--- src/design/rqd_pkg.sv ---
`default_nettype none

package rqd_pkg;

    // Mode register codes
    localparam logic [1:0] MODE_8 = 2'd0;
    localparam logic [1:0] MODE_4 = 2'd1;
    localparam logic [1:0] MODE_2 = 2'd2;

    localparam logic [31:0] QNAN = 32'h7FC0_0000;

    // One element on its way into the multiplier
    typedef struct packed {
        logic [7:0]  q;
        logic [31:0] scale;
        logic [31:0] bias;
        logic        last;
    } t_elem;

    // Rounded product on its way into the adder
    typedef struct packed {
        logic [31:0] value;
        logic [31:0] bias;
        logic        last;
    } t_prod;

    // Exact binary16 to binary32 widening
    function automatic logic [31:0] half_to_single(input logic [15:0] h);
        logic [4:0] ex;
        logic [9:0] man;
        logic [3:0] p;
        logic [9:0] fr;
        logic [7:0] e;
        ex  = h[14:10];
        man = h[9:0];
        p   = 4'd0;
        for (int i = 0; i < 10; i++) begin
            if (man[i]) p = 4'(i);
        end
        fr = 10'(man << (4'd10 - p));
        e  = 8'd103 + {4'b0, p};
        if (ex == 5'h1F) return {h[15], 8'hFF, man, 13'b0};
        else if (ex != 5'd0) return {h[15], 8'({3'b0, ex} + 8'd112), man, 13'b0};
        else if (man == 10'd0) return {h[15], 31'b0};
        else return {h[15], e, fr, 13'b0};
    endfunction

    // Leading zeros of a nonzero 32-bit word
    function automatic logic [4:0] clz32(input logic [31:0] v);
        logic [4:0] lz;
        lz = 5'd0;
        for (int i = 0; i < 32; i++) begin
            if (v[i]) lz = 5'(31 - i);
        end
        return lz;
    endfunction

    // Leading zeros of a nonzero 28-bit word
    function automatic logic [4:0] clz28(input logic [27:0] v);
        logic [4:0] lz;
        lz = 5'd0;
        for (int i = 0; i < 28; i++) begin
            if (v[i]) lz = 5'(27 - i);
        end
        return lz;
    endfunction

    // Round to nearest even and pack. m has its leading one at bit 31 and
    // stands for 1.f * 2^(e-127); st collects bits below m.
    function automatic logic [31:0] round_pack(input logic sign,
                                               input logic signed [10:0] e,
                                               input logic [31:0] m,
                                               input logic st);
        logic [10:0] sh;
        logic [5:0]  sh6;
        logic [63:0] w;
        logic [31:0] mm;
        logic [7:0]  ef;
        logic        s2;
        logic        rnd;
        logic [30:0] pk;
        sh  = 11'(11'sd1 - e);
        sh6 = (sh > 11'd63) ? 6'd63 : sh[5:0];
        w   = {m, 32'b0} >> sh6;
        if (e <= 11'sd0) begin
            mm = w[63:32];
            s2 = st | (|w[31:0]);
            ef = 8'd0;
        end else begin
            mm = m;
            s2 = st;
            ef = e[7:0];
        end
        rnd = mm[7] & ((|mm[6:0]) | s2 | mm[8]);
        pk  = {ef, mm[30:8]} + {30'b0, rnd};
        if (e >= 11'sd255) return {sign, 8'hFF, 23'b0};
        else return {sign, pk};
    endfunction

endpackage

`default_nettype wire

--- src/design/rqd_unpack.sv ---
`default_nettype none

module rqd_unpack import rqd_pkg::*; (
    input  wire logic        i_clk,
    input  wire logic        i_rst_n,
    input  wire logic        i_en,
    input  wire logic        i_valid,
    input  wire logic [7:0]  i_data_byte,
    input  wire logic [31:0] i_scale_bits,
    input  wire logic [31:0] i_bias_bits,
    input  wire logic [1:0]  i_bit_mode,
    output logic             o_stall,
    output logic             o_valid,
    output t_elem            o_elem
);

    logic        r_hold;
    logic [7:0]  r_byte;
    logic [31:0] r_scale;
    logic [31:0] r_bias;
    logic [1:0]  r_mode;
    logic [1:0]  r_idx;
    logic        r_out_v;
    t_elem       r_out;

    logic  w_last;
    logic  w_take;
    logic  w_done;
    logic  w_accept;
    t_elem n_out;

    // Element select for the held byte
    always_comb begin
        n_out       = '0;
        n_out.scale = r_scale;
        n_out.bias  = r_bias;
        case (r_mode)
            MODE_8: begin
                n_out.q = r_byte;
                w_last  = 1'b1;
            end
            MODE_4: begin
                n_out.q = {4'b0, (r_idx[0] ? r_byte[7:4] : r_byte[3:0])};
                w_last  = r_idx[0];
            end
            default: begin
                n_out.q = 8'(r_byte >> {r_idx, 1'b0}) & 8'h03;
                w_last  = (r_idx == 2'd3);
            end
        endcase
        n_out.last = w_last;
    end

    assign w_take   = r_hold & i_en;
    assign w_done   = w_take & w_last;
    assign o_stall  = r_hold & ~w_done;
    assign w_accept = i_valid & ~o_stall;

    // Byte holding register and element counter
    always_ff @(posedge i_clk) begin
        if (!i_rst_n) begin
            r_hold <= 1'b0;
            r_idx  <= 2'd0;
        end else if (w_accept) begin
            r_hold <= 1'b1;
            r_idx  <= 2'd0;
        end else if (w_done) begin
            r_hold <= 1'b0;
        end else if (w_take) begin
            r_idx <= r_idx + 2'd1;
        end
    end

    always_ff @(posedge i_clk) begin
        if (w_accept) begin
            r_byte <= i_data_byte;
            r_mode <= i_bit_mode;
            if (i_bit_mode == MODE_8) begin
                r_scale <= i_scale_bits;
                r_bias  <= i_bias_bits;
            end else begin
                r_scale <= half_to_single(i_scale_bits[15:0]);
                r_bias  <= half_to_single(i_bias_bits[15:0]);
            end
        end
    end

    // Element stage register
    always_ff @(posedge i_clk) begin
        if (!i_rst_n) begin
            r_out_v <= 1'b0;
        end else if (i_en) begin
            r_out_v <= r_hold;
        end
    end

    always_ff @(posedge i_clk) begin
        if (i_en) begin
            r_out <= n_out;
        end
    end

    assign o_valid = r_out_v;
    assign o_elem  = r_out;

endmodule

`default_nettype wire

--- src/design/rqd_fmul.sv ---
`default_nettype none

module rqd_fmul import rqd_pkg::*; (
    input  wire logic  i_clk,
    input  wire logic  i_rst_n,
    input  wire logic  i_en,
    input  wire logic  i_valid,
    input  wire t_elem i_elem,
    output logic       o_valid,
    output t_prod      o_prod
);

    // Stage 1: integer product and operand class
    logic        r_m1_v;
    logic [31:0] r_m1_p;
    logic [7:0]  r_m1_e;
    logic        r_m1_sign;
    logic        r_m1_nan;
    logic        r_m1_inf;
    logic        r_m1_zero;
    logic [31:0] r_m1_bias;
    logic        r_m1_last;

    // Stage 2: normalized product
    logic               r_m2_v;
    logic [31:0]        r_m2_m;
    logic signed [10:0] r_m2_e;
    logic               r_m2_sign;
    logic               r_m2_nan;
    logic               r_m2_inf;
    logic               r_m2_zero;
    logic [31:0]        r_m2_bias;
    logic               r_m2_last;

    // Stage 3: rounded product
    logic  r_m3_v;
    t_prod r_m3;

    logic [7:0]  w_es;
    logic [22:0] w_fs;
    logic [23:0] w_mant;
    logic [4:0]  w_lz;
    t_prod       n_m3;

    assign w_es   = i_elem.scale[30:23];
    assign w_fs   = i_elem.scale[22:0];
    assign w_mant = {(w_es != 8'd0), w_fs};
    assign w_lz   = clz32(r_m1_p);

    always_comb begin
        n_m3.bias = r_m2_bias;
        n_m3.last = r_m2_last;
        if (r_m2_nan) n_m3.value = QNAN;
        else if (r_m2_inf) n_m3.value = {r_m2_sign, 8'hFF, 23'b0};
        else if (r_m2_zero) n_m3.value = {r_m2_sign, 31'b0};
        else n_m3.value = round_pack(r_m2_sign, r_m2_e, r_m2_m, 1'b0);
    end

    always_ff @(posedge i_clk) begin
        if (!i_rst_n) begin
            r_m1_v <= 1'b0;
            r_m2_v <= 1'b0;
            r_m3_v <= 1'b0;
        end else if (i_en) begin
            r_m1_v <= i_valid;
            r_m2_v <= r_m1_v;
            r_m3_v <= r_m2_v;
        end
    end

    always_ff @(posedge i_clk) begin
        if (i_en) begin
            r_m1_p    <= {24'b0, i_elem.q} * {8'b0, w_mant};
            r_m1_e    <= (w_es == 8'd0) ? 8'd1 : w_es;
            r_m1_sign <= i_elem.scale[31];
            r_m1_nan  <= (w_es == 8'hFF) && ((w_fs != 23'd0) || (i_elem.q == 8'd0));
            r_m1_inf  <= (w_es == 8'hFF);
            r_m1_zero <= (i_elem.q == 8'd0) || (i_elem.scale[30:0] == 31'd0);
            r_m1_bias <= i_elem.bias;
            r_m1_last <= i_elem.last;

            r_m2_m    <= r_m1_p << w_lz;
            r_m2_e    <= $signed({3'b0, r_m1_e}) + 11'sd8 - $signed({6'b0, w_lz});
            r_m2_sign <= r_m1_sign;
            r_m2_nan  <= r_m1_nan;
            r_m2_inf  <= r_m1_inf;
            r_m2_zero <= r_m1_zero;
            r_m2_bias <= r_m1_bias;
            r_m2_last <= r_m1_last;

            r_m3 <= n_m3;
        end
    end

    assign o_valid = r_m3_v;
    assign o_prod  = r_m3;

endmodule

`default_nettype wire

--- src/design/rqd_fadd.sv ---
`default_nettype none

module rqd_fadd import rqd_pkg::*; (
    input  wire logic  i_clk,
    input  wire logic  i_rst_n,
    input  wire logic  i_en,
    input  wire logic  i_valid,
    input  wire t_prod i_prod,
    output logic        o_valid,
    output logic [31:0] o_value,
    output logic        o_last
);

    // Stage 1: swap by magnitude, exponent difference
    logic        r_a1_v;
    logic        r_a1_sx;
    logic [7:0]  r_a1_ex;
    logic [23:0] r_a1_mx;
    logic [23:0] r_a1_my;
    logic [7:0]  r_a1_d;
    logic        r_a1_sub;
    logic        r_a1_zs;
    logic        r_a1_nan;
    logic        r_a1_inf;
    logic        r_a1_is;
    logic        r_a1_last;

    // Stage 2: aligned sum
    logic        r_a2_v;
    logic [27:0] r_a2_s;
    logic [7:0]  r_a2_ex;
    logic        r_a2_sx;
    logic        r_a2_zs;
    logic        r_a2_nan;
    logic        r_a2_inf;
    logic        r_a2_is;
    logic        r_a2_last;

    // Stage 3: normalized sum
    logic               r_a3_v;
    logic [27:0]        r_a3_m;
    logic signed [10:0] r_a3_e;
    logic               r_a3_zero;
    logic               r_a3_sx;
    logic               r_a3_zs;
    logic               r_a3_nan;
    logic               r_a3_inf;
    logic               r_a3_is;
    logic               r_a3_last;

    // Stage 4: result register
    logic        r_a4_v;
    logic [31:0] r_a4_val;
    logic        r_a4_last;

    logic [31:0] w_a;
    logic [31:0] w_b;
    logic [31:0] w_x;
    logic [31:0] w_y;
    logic        w_a_nan;
    logic        w_b_nan;
    logic        w_a_inf;
    logic        w_b_inf;
    logic [7:0]  w_ex;
    logic [7:0]  w_ey;
    logic [53:0] w_sh;
    logic [26:0] w_ys;
    logic [26:0] w_xs;
    logic [4:0]  w_lz;
    logic [31:0] n_a4_val;

    assign w_a     = i_prod.value;
    assign w_b     = i_prod.bias;
    assign w_a_nan = (w_a[30:23] == 8'hFF) && (w_a[22:0] != 23'd0);
    assign w_b_nan = (w_b[30:23] == 8'hFF) && (w_b[22:0] != 23'd0);
    assign w_a_inf = (w_a[30:0] == 31'h7F80_0000);
    assign w_b_inf = (w_b[30:0] == 31'h7F80_0000);
    assign w_x     = (w_b[30:0] > w_a[30:0]) ? w_b : w_a;
    assign w_y     = (w_b[30:0] > w_a[30:0]) ? w_a : w_b;
    assign w_ex    = (w_x[30:23] == 8'd0) ? 8'd1 : w_x[30:23];
    assign w_ey    = (w_y[30:23] == 8'd0) ? 8'd1 : w_y[30:23];

    // Alignment with sticky folded into the lowest bit
    assign w_sh = {r_a1_my, 3'b0, 27'b0} >> r_a1_d;
    assign w_ys = {w_sh[53:28], w_sh[27] | (|w_sh[26:0])};
    assign w_xs = {r_a1_mx, 3'b0};

    assign w_lz = clz28(r_a2_s);

    always_comb begin
        if (r_a3_nan) n_a4_val = QNAN;
        else if (r_a3_inf) n_a4_val = {r_a3_is, 8'hFF, 23'b0};
        else if (r_a3_zero) n_a4_val = {r_a3_zs, 31'b0};
        else n_a4_val = round_pack(r_a3_sx, r_a3_e, {r_a3_m, 4'b0}, 1'b0);
    end

    always_ff @(posedge i_clk) begin
        if (!i_rst_n) begin
            r_a1_v <= 1'b0;
            r_a2_v <= 1'b0;
            r_a3_v <= 1'b0;
            r_a4_v <= 1'b0;
        end else if (i_en) begin
            r_a1_v <= i_valid;
            r_a2_v <= r_a1_v;
            r_a3_v <= r_a2_v;
            r_a4_v <= r_a3_v;
        end
    end

    always_ff @(posedge i_clk) begin
        if (i_en) begin
            r_a1_sx   <= w_x[31];
            r_a1_ex   <= w_ex;
            r_a1_mx   <= {(w_x[30:23] != 8'd0), w_x[22:0]};
            r_a1_my   <= {(w_y[30:23] != 8'd0), w_y[22:0]};
            r_a1_d    <= w_ex - w_ey;
            r_a1_sub  <= w_x[31] ^ w_y[31];
            r_a1_zs   <= w_a[31] & w_b[31];
            r_a1_nan  <= w_a_nan || w_b_nan || (w_a_inf && w_b_inf && (w_a[31] != w_b[31]));
            r_a1_inf  <= w_a_inf || w_b_inf;
            r_a1_is   <= w_a_inf ? w_a[31] : w_b[31];
            r_a1_last <= i_prod.last;

            r_a2_s    <= r_a1_sub ? ({1'b0, w_xs} - {1'b0, w_ys})
                                  : ({1'b0, w_xs} + {1'b0, w_ys});
            r_a2_ex   <= r_a1_ex;
            r_a2_sx   <= r_a1_sx;
            r_a2_zs   <= r_a1_zs;
            r_a2_nan  <= r_a1_nan;
            r_a2_inf  <= r_a1_inf;
            r_a2_is   <= r_a1_is;
            r_a2_last <= r_a1_last;

            r_a3_m    <= r_a2_s << w_lz;
            r_a3_e    <= $signed({3'b0, r_a2_ex}) + 11'sd1 - $signed({6'b0, w_lz});
            r_a3_zero <= (r_a2_s == 28'd0);
            r_a3_sx   <= r_a2_sx;
            r_a3_zs   <= r_a2_zs;
            r_a3_nan  <= r_a2_nan;
            r_a3_inf  <= r_a2_inf;
            r_a3_is   <= r_a2_is;
            r_a3_last <= r_a2_last;

            r_a4_val  <= n_a4_val;
            r_a4_last <= r_a3_last;
        end
    end

    assign o_valid = r_a4_v;
    assign o_value = r_a4_val;
    assign o_last  = r_a4_last;

endmodule

`default_nettype wire

--- src/design/rowwise_quantized_dequantizer_core.sv ---
// Row-wise dequantizer: each input beat carries one packed data byte with
// its row's scale and bias and yields 1, 2 or 4 binary32 output beats
// (q*scale rounded, then +bias rounded, nearest even, canonical NaN),
// according to the mode register (0: 8-bit codes, fp32 scale/bias;
// 1: 4-bit codes low nibble first; 2 or 3: 2-bit codes low bits first,
// fp16 scale/bias). Write the mode only while the block is empty. Results
// leave on one output channel at one per cycle while the output is not
// stalled; the arithmetic is a nine-register pipeline (byte hold, element,
// three multiply, four add stages) that takes an element every cycle
// unless stalled. Output stall freezes the whole pipeline.
`default_nettype none

module rowwise_quantized_dequantizer_core import rqd_pkg::*; (
    input  wire logic        i_clk,
    input  wire logic        i_rst_n,
    input  wire logic        i_cfg_we,
    input  wire logic [1:0]  i_cfg_data,
    input  wire logic        i_valid,
    output logic             o_stall,
    input  wire logic [7:0]  i_data_byte,
    input  wire logic [31:0] i_scale_bits,
    input  wire logic [31:0] i_bias_bits,
    output logic             o_valid,
    input  wire logic        i_stall,
    output logic [31:0]      o_value_bits,
    output logic             o_last_of_byte
);

    logic [1:0] r_bit_mode;
    logic       w_en;
    logic       w_el_v;
    t_elem      w_elem;
    logic       w_pr_v;
    t_prod      w_prod;

    // Mode register
    always_ff @(posedge i_clk) begin
        if (!i_rst_n) begin
            r_bit_mode <= MODE_8;
        end else if (i_cfg_we) begin
            r_bit_mode <= i_cfg_data;
        end
    end

    // Global advance: hold everything while the output beat is stalled
    assign w_en = ~(o_valid & i_stall);

    rqd_unpack u_unpack (
        .i_clk        (i_clk),
        .i_rst_n      (i_rst_n),
        .i_en         (w_en),
        .i_valid      (i_valid),
        .i_data_byte  (i_data_byte),
        .i_scale_bits (i_scale_bits),
        .i_bias_bits  (i_bias_bits),
        .i_bit_mode   (r_bit_mode),
        .o_stall      (o_stall),
        .o_valid      (w_el_v),
        .o_elem       (w_elem)
    );

    rqd_fmul u_fmul (
        .i_clk   (i_clk),
        .i_rst_n (i_rst_n),
        .i_en    (w_en),
        .i_valid (w_el_v),
        .i_elem  (w_elem),
        .o_valid (w_pr_v),
        .o_prod  (w_prod)
    );

    rqd_fadd u_fadd (
        .i_clk   (i_clk),
        .i_rst_n (i_rst_n),
        .i_en    (w_en),
        .i_valid (w_pr_v),
        .i_prod  (w_prod),
        .o_valid (o_valid),
        .o_value (o_value_bits),
        .o_last  (o_last_of_byte)
    );

endmodule

`default_nettype wire

--- config.mk ---
export PLATFORM = sky130hd
export DESIGN_NAME = rowwise_quantized_dequantizer_core
export DESIGN_NICKNAME = d
export VERILOG_FILES = /design/src/design/rqd_pkg.sv /design/src/design/rqd_unpack.sv /design/src/design/rqd_fmul.sv /design/src/design/rqd_fadd.sv /design/src/design/rowwise_quantized_dequantizer_core.sv
export SDC_FILE = /design/constraint.sdc
export NUM_CORES = 2
export LEC_CHECK = 0
export ABC_AREA = 1
export ABC_CLOCK_PERIOD_IN_PS = 20900
export BUFFER_PORTS_ARGS = -buffer_cell sky130_fd_sc_hd__buf_4
export CAP_MARGIN = 20
export CELL_PAD_IN_SITES_DETAIL_PLACEMENT = 1
export CELL_PAD_IN_SITES_GLOBAL_PLACEMENT = 2
export CORE_ASPECT_RATIO = 1.5
export CORE_MARGIN = 1.5
export CORE_UTILIZATION = 39
export CTS_CLUSTER_SIZE = 12
export DETAILED_ROUTE_END_ITERATION = 12
export PLACE_DENSITY_LB_ADDON = 0.1
export SKIP_LAST_GASP = 1
export SYNTH_ARGS = -nofsm -noshare
export SYNTH_HDL_FRONTEND = slang
export SYNTH_SLANG_ARGS = --single-unit
--- constraint.sdc ---
create_clock -name i_clk -period 20.9 [get_ports i_clk]
set_clock_uncertainty 0.15 [all_clocks]
set_input_delay 4.18 -clock i_clk [delete_from_list [all_inputs] [get_ports i_clk]]
set_output_delay 4.18 -clock i_clk [all_outputs]
set_load 0.005 [all_outputs]
==> impl_metrics.tcl <==
set metrics [dict create \
    status "complete, no violations" \
    rsz0062_at_grt "no" \
    p_int_mw 3.535 \
    cts_buffers 61 \
    ir_drop_uv 79.50 \
    ys_top_cells_by_area "edfxtp_1 39%, nand2_1 13%, nand3_1 6.7%" \
    grtUsageTotal_pct 25.80 \
    post_drt_wl_per_cell_um 20.89 \
    grt_max_degree 95 \
    worst_pin_slew_ps 1212 \
    hold_slack_ps 262.1 \
    switchingPower_mw 3.291 \
    crit_arrival_ps 5870 \
    hold_viol_final 0 \
    vias 36650 \
    hold_class "register to register" \
    grt-ovfl-total 0 \
    layout_min_cycle_time_ps 10200 \
    antennaDiodeCount 0 \
    drc 0 \
    muxShareOfSynthArea_pct 0.5394 \
    dieArea_um2 111500 \
    area_growth_syn_to_layout_pct 9.340 \
    synth_edf_count 561 \
    avgSynthCellArea_um2 7.859 \
    clock-root-buffer "clkbuf_16" \
    initial_utilization_pct 39.33 \
    powerDensity_nw_per_um2 146.3 \
    seqPwrFrac_pct 30.6 \
    clkTransAtPathRegs_ps 60 \
    layout-drive-gt1-share_pct 6.639 \
    p_comb_share_pct 54.0 \
    initialDrtViolationCount 1497 \
    cts_max_level 2 \
    post-route-util_pct 43.01 \
    grt_pass1_vias 39270 \
    synthDistinctLibCells 75 \
    swShare_pct 48.21 \
    final_cells 6893 \
    final.period_utilization_pct 48.79 \
    place_inst 6783 \
    timing_worst_setup_path_type "primary input to output pin" \
    nets 5803 \
    die_h_um 408.2 \
    final_area_um2 46670 \
    cp_max_fo 58 \
    synthXorXnorAreaFrac_pct 1.990 \
    synth_top_area_share_pct 39.47 \
    multi_input_area_um2 21890 \
    fin_setup_tns_ps 0 \
    io_buffers 113 \
    clock_latency_ps 680 \
    cts_sinks 574 \
    synth_top_family_by_area "simple AND/OR/NAND/NOR gates" \
    fin_ws_ps 10700 \
    syn_area_um2 42680 \
    relSlewSlack_pct 18.44 \
    ant_nets 0 \
    synthArstFlopShare_pct 0 \
    p_clk_share_pct 15.4 \
    power.leakage_nw 21.13 \
    pre_cts_slack_ps 10670 \
    post_cts_buffers 0 \
    fill_cells 13280 \
    timing.fmax_ghz 0.09807 \
    synth_seq_area_share_pct 40.08 \
    cts_hold_buffers 0 \
    wl_mm 144.0 \
    grt_antenna_before_repair 0 \
    cts_resized 0 \
    via_per_inst 5.317 \
    grt_pass1_wl_mm 221.0 \
    clk_path_buf_depth 3 \
    final_max_slew_viol_count 0 \
    die_w_um 273.1 \
    placed_area_um2 44710 \
    synth-seq-cells 574 \
    end_kind "output pin" \
    yosys_warnings 0 \
    required_ps 16570 \
    gp_congestion 0.9204 \
    synth_nets 5812 \
    cts_tree "done" \
    synthSimpleGateAreaFrac_pct 27.12 \
    io_pins 114 \
    power.total_mw 6.827 \
    synthAdderAreaFrac_pct 11.24 \
    core-area_um2 108500 \
    synth_top_area_cell "edfxtp_1" \
    hpwl_mm 116.9 \
    regArea_um2 17110 \
    setup_viol 0 \
    cap_violations 0 \
    synth-main-ff-cell "edfxtp_1" \
    rows 148 \
    synthCells 5431 \
    synth_compound_area_share_pct 10.30 \
    start_kind "primary input" \
    drt_first_pass_iters 5 \
]
## power groups by stage
| stage | Clock [mW] | Sequential [mW] | Combinational (mW) |
|---|---|---|---|
| floorplan | 0 | 1.93 | 2.55 |
| global placement | 0 | 2.11 | 3.66 |
| detailed placement | 0 | 2.12 | 3.71 |
| CTS | 1.09 | 2.10 | 3.73 |
| global route | 1.11 | 2.12 | 4.15 |
| finish | 1.05 | 2.09 | 3.68 |
## flip-flops by register name, indices dropped and copies added, names as in the netlist, 2 cells and up
register	count
r_bit_mode	2
u_fadd.o_value	32
u_fadd.r_a1_d	8
u_fadd.r_a1_ex	8
u_fadd.r_a1_mx	24
u_fadd.r_a1_my	24
u_fadd.r_a2_ex	8
u_fadd.r_a2_s	28
u_fadd.r_a3_e	11
u_fadd.r_a3_m	28
u_fmul.o_prod	65
u_fmul.r_m1_bias	32
u_fmul.r_m1_e	8
u_fmul.r_m1_p	32
u_fmul.r_m2_bias	32
u_fmul.r_m2_e	11
u_fmul.r_m2_m	32
u_unpack.o_elem	73
u_unpack.r_bias	32
u_unpack.r_byte	8
u_unpack.r_idx	2
u_unpack.r_mode	2
u_unpack.r_scale	32
## critical path, cell delays in order
cell	delay, ps
buf_4	120
nand2_4	500
clkinv_1	430
o21ai_0	330
inv_1	140
buf_4	160
## synthesized netlist by cell type, types with 5 or more instances
library cell	n
nand2_1	1458
inv_1	699
nand3_1	568
edfxtp_1	561
nor2_1	415
o21ai_0	330
a21oi_1	216
clkbuf_1	169
ha_1	166
fa_1	136
xor2_1	76
nand4_1	64
nor3_1	54
o211ai_1	46
nor4_1	37
o21ai_1	37
a31oi_1	26
buf_1	26
buf_2	23
mux2i_1	23
nor2_2	22
inv_2	21
xnor2_1	21
o21a_1	20
o22ai_1	20
nand2_2	15
nand3b_1	14
dfxtp_1	13
clkinv_1	11
nor2_4	9
or2_2	9
o21ai_2	8
o21bai_1	8
a21boi_0	7
buf_6	7
a22oi_1	6
o22ai_2	5
o31ai_1	5
## per-layer routing
metal  GRT usage (%)  vias to the layer above  share of wire, %
met1           22.44                    17740                32
met3           2.152                      355               1.9
met5               0                        -                 0
li1                -                    18010                 -
met2           53.70                      545                58
met4           17.29                        0               7.7
## worst paths after layout
check	start	endpoint	slack, ps	depth (start not counted)
worst min register to register	u_unpack.o_elem[1]	u_fmul.r_m1_bias[0]	260	0
worst min-delay path	u_unpack.o_elem[1]	u_fmul.r_m1_bias[0]	260	0
worst max register to register	u_unpack.o_elem[68]	u_fmul.r_m1_p[30]	13130	26
worst max-delay path	i_stall	o_stall	10700	6
## cell families after synthesis
group | Yosys count
flops | 574
buf+inv | 962
compound gates | 773
mux | 23
fa+ha+maj | 302
simple gates | 2700
xor+xnor | 97
## area by class of cell
| class | instances | share of cell area (%) |
|---|---|---|
| Clock inverter | 25 | 0.6220 |
| Sequential cell | 574 | 36.66 |
| Tap cell | 1425 | 3.820 |
| Multi-Input combinational cell | 3895 | 46.91 |
| Inverter | 732 | 5.890 |
| Clock buffer | 84 | 3.520 |
| Timing Repair Buffer | 158 | 2.585 |
## cell usage in the layout, fill, tap and decap left out, drive strengths merged, types with 25 or more instances in the layout
cell    count
clkinv     30
a31oi      26
nand4      66
nor4       37
clkbuf     84
o211ai     48
nand2    1475
fa        136
nand3     571
o21ai     375
ha        166
edfxtp    561
nor3       57
xor2       76
nor2      446
a21oi     218
buf       158
inv       722
o22ai      25
Power figures use the tool's default switching activity.
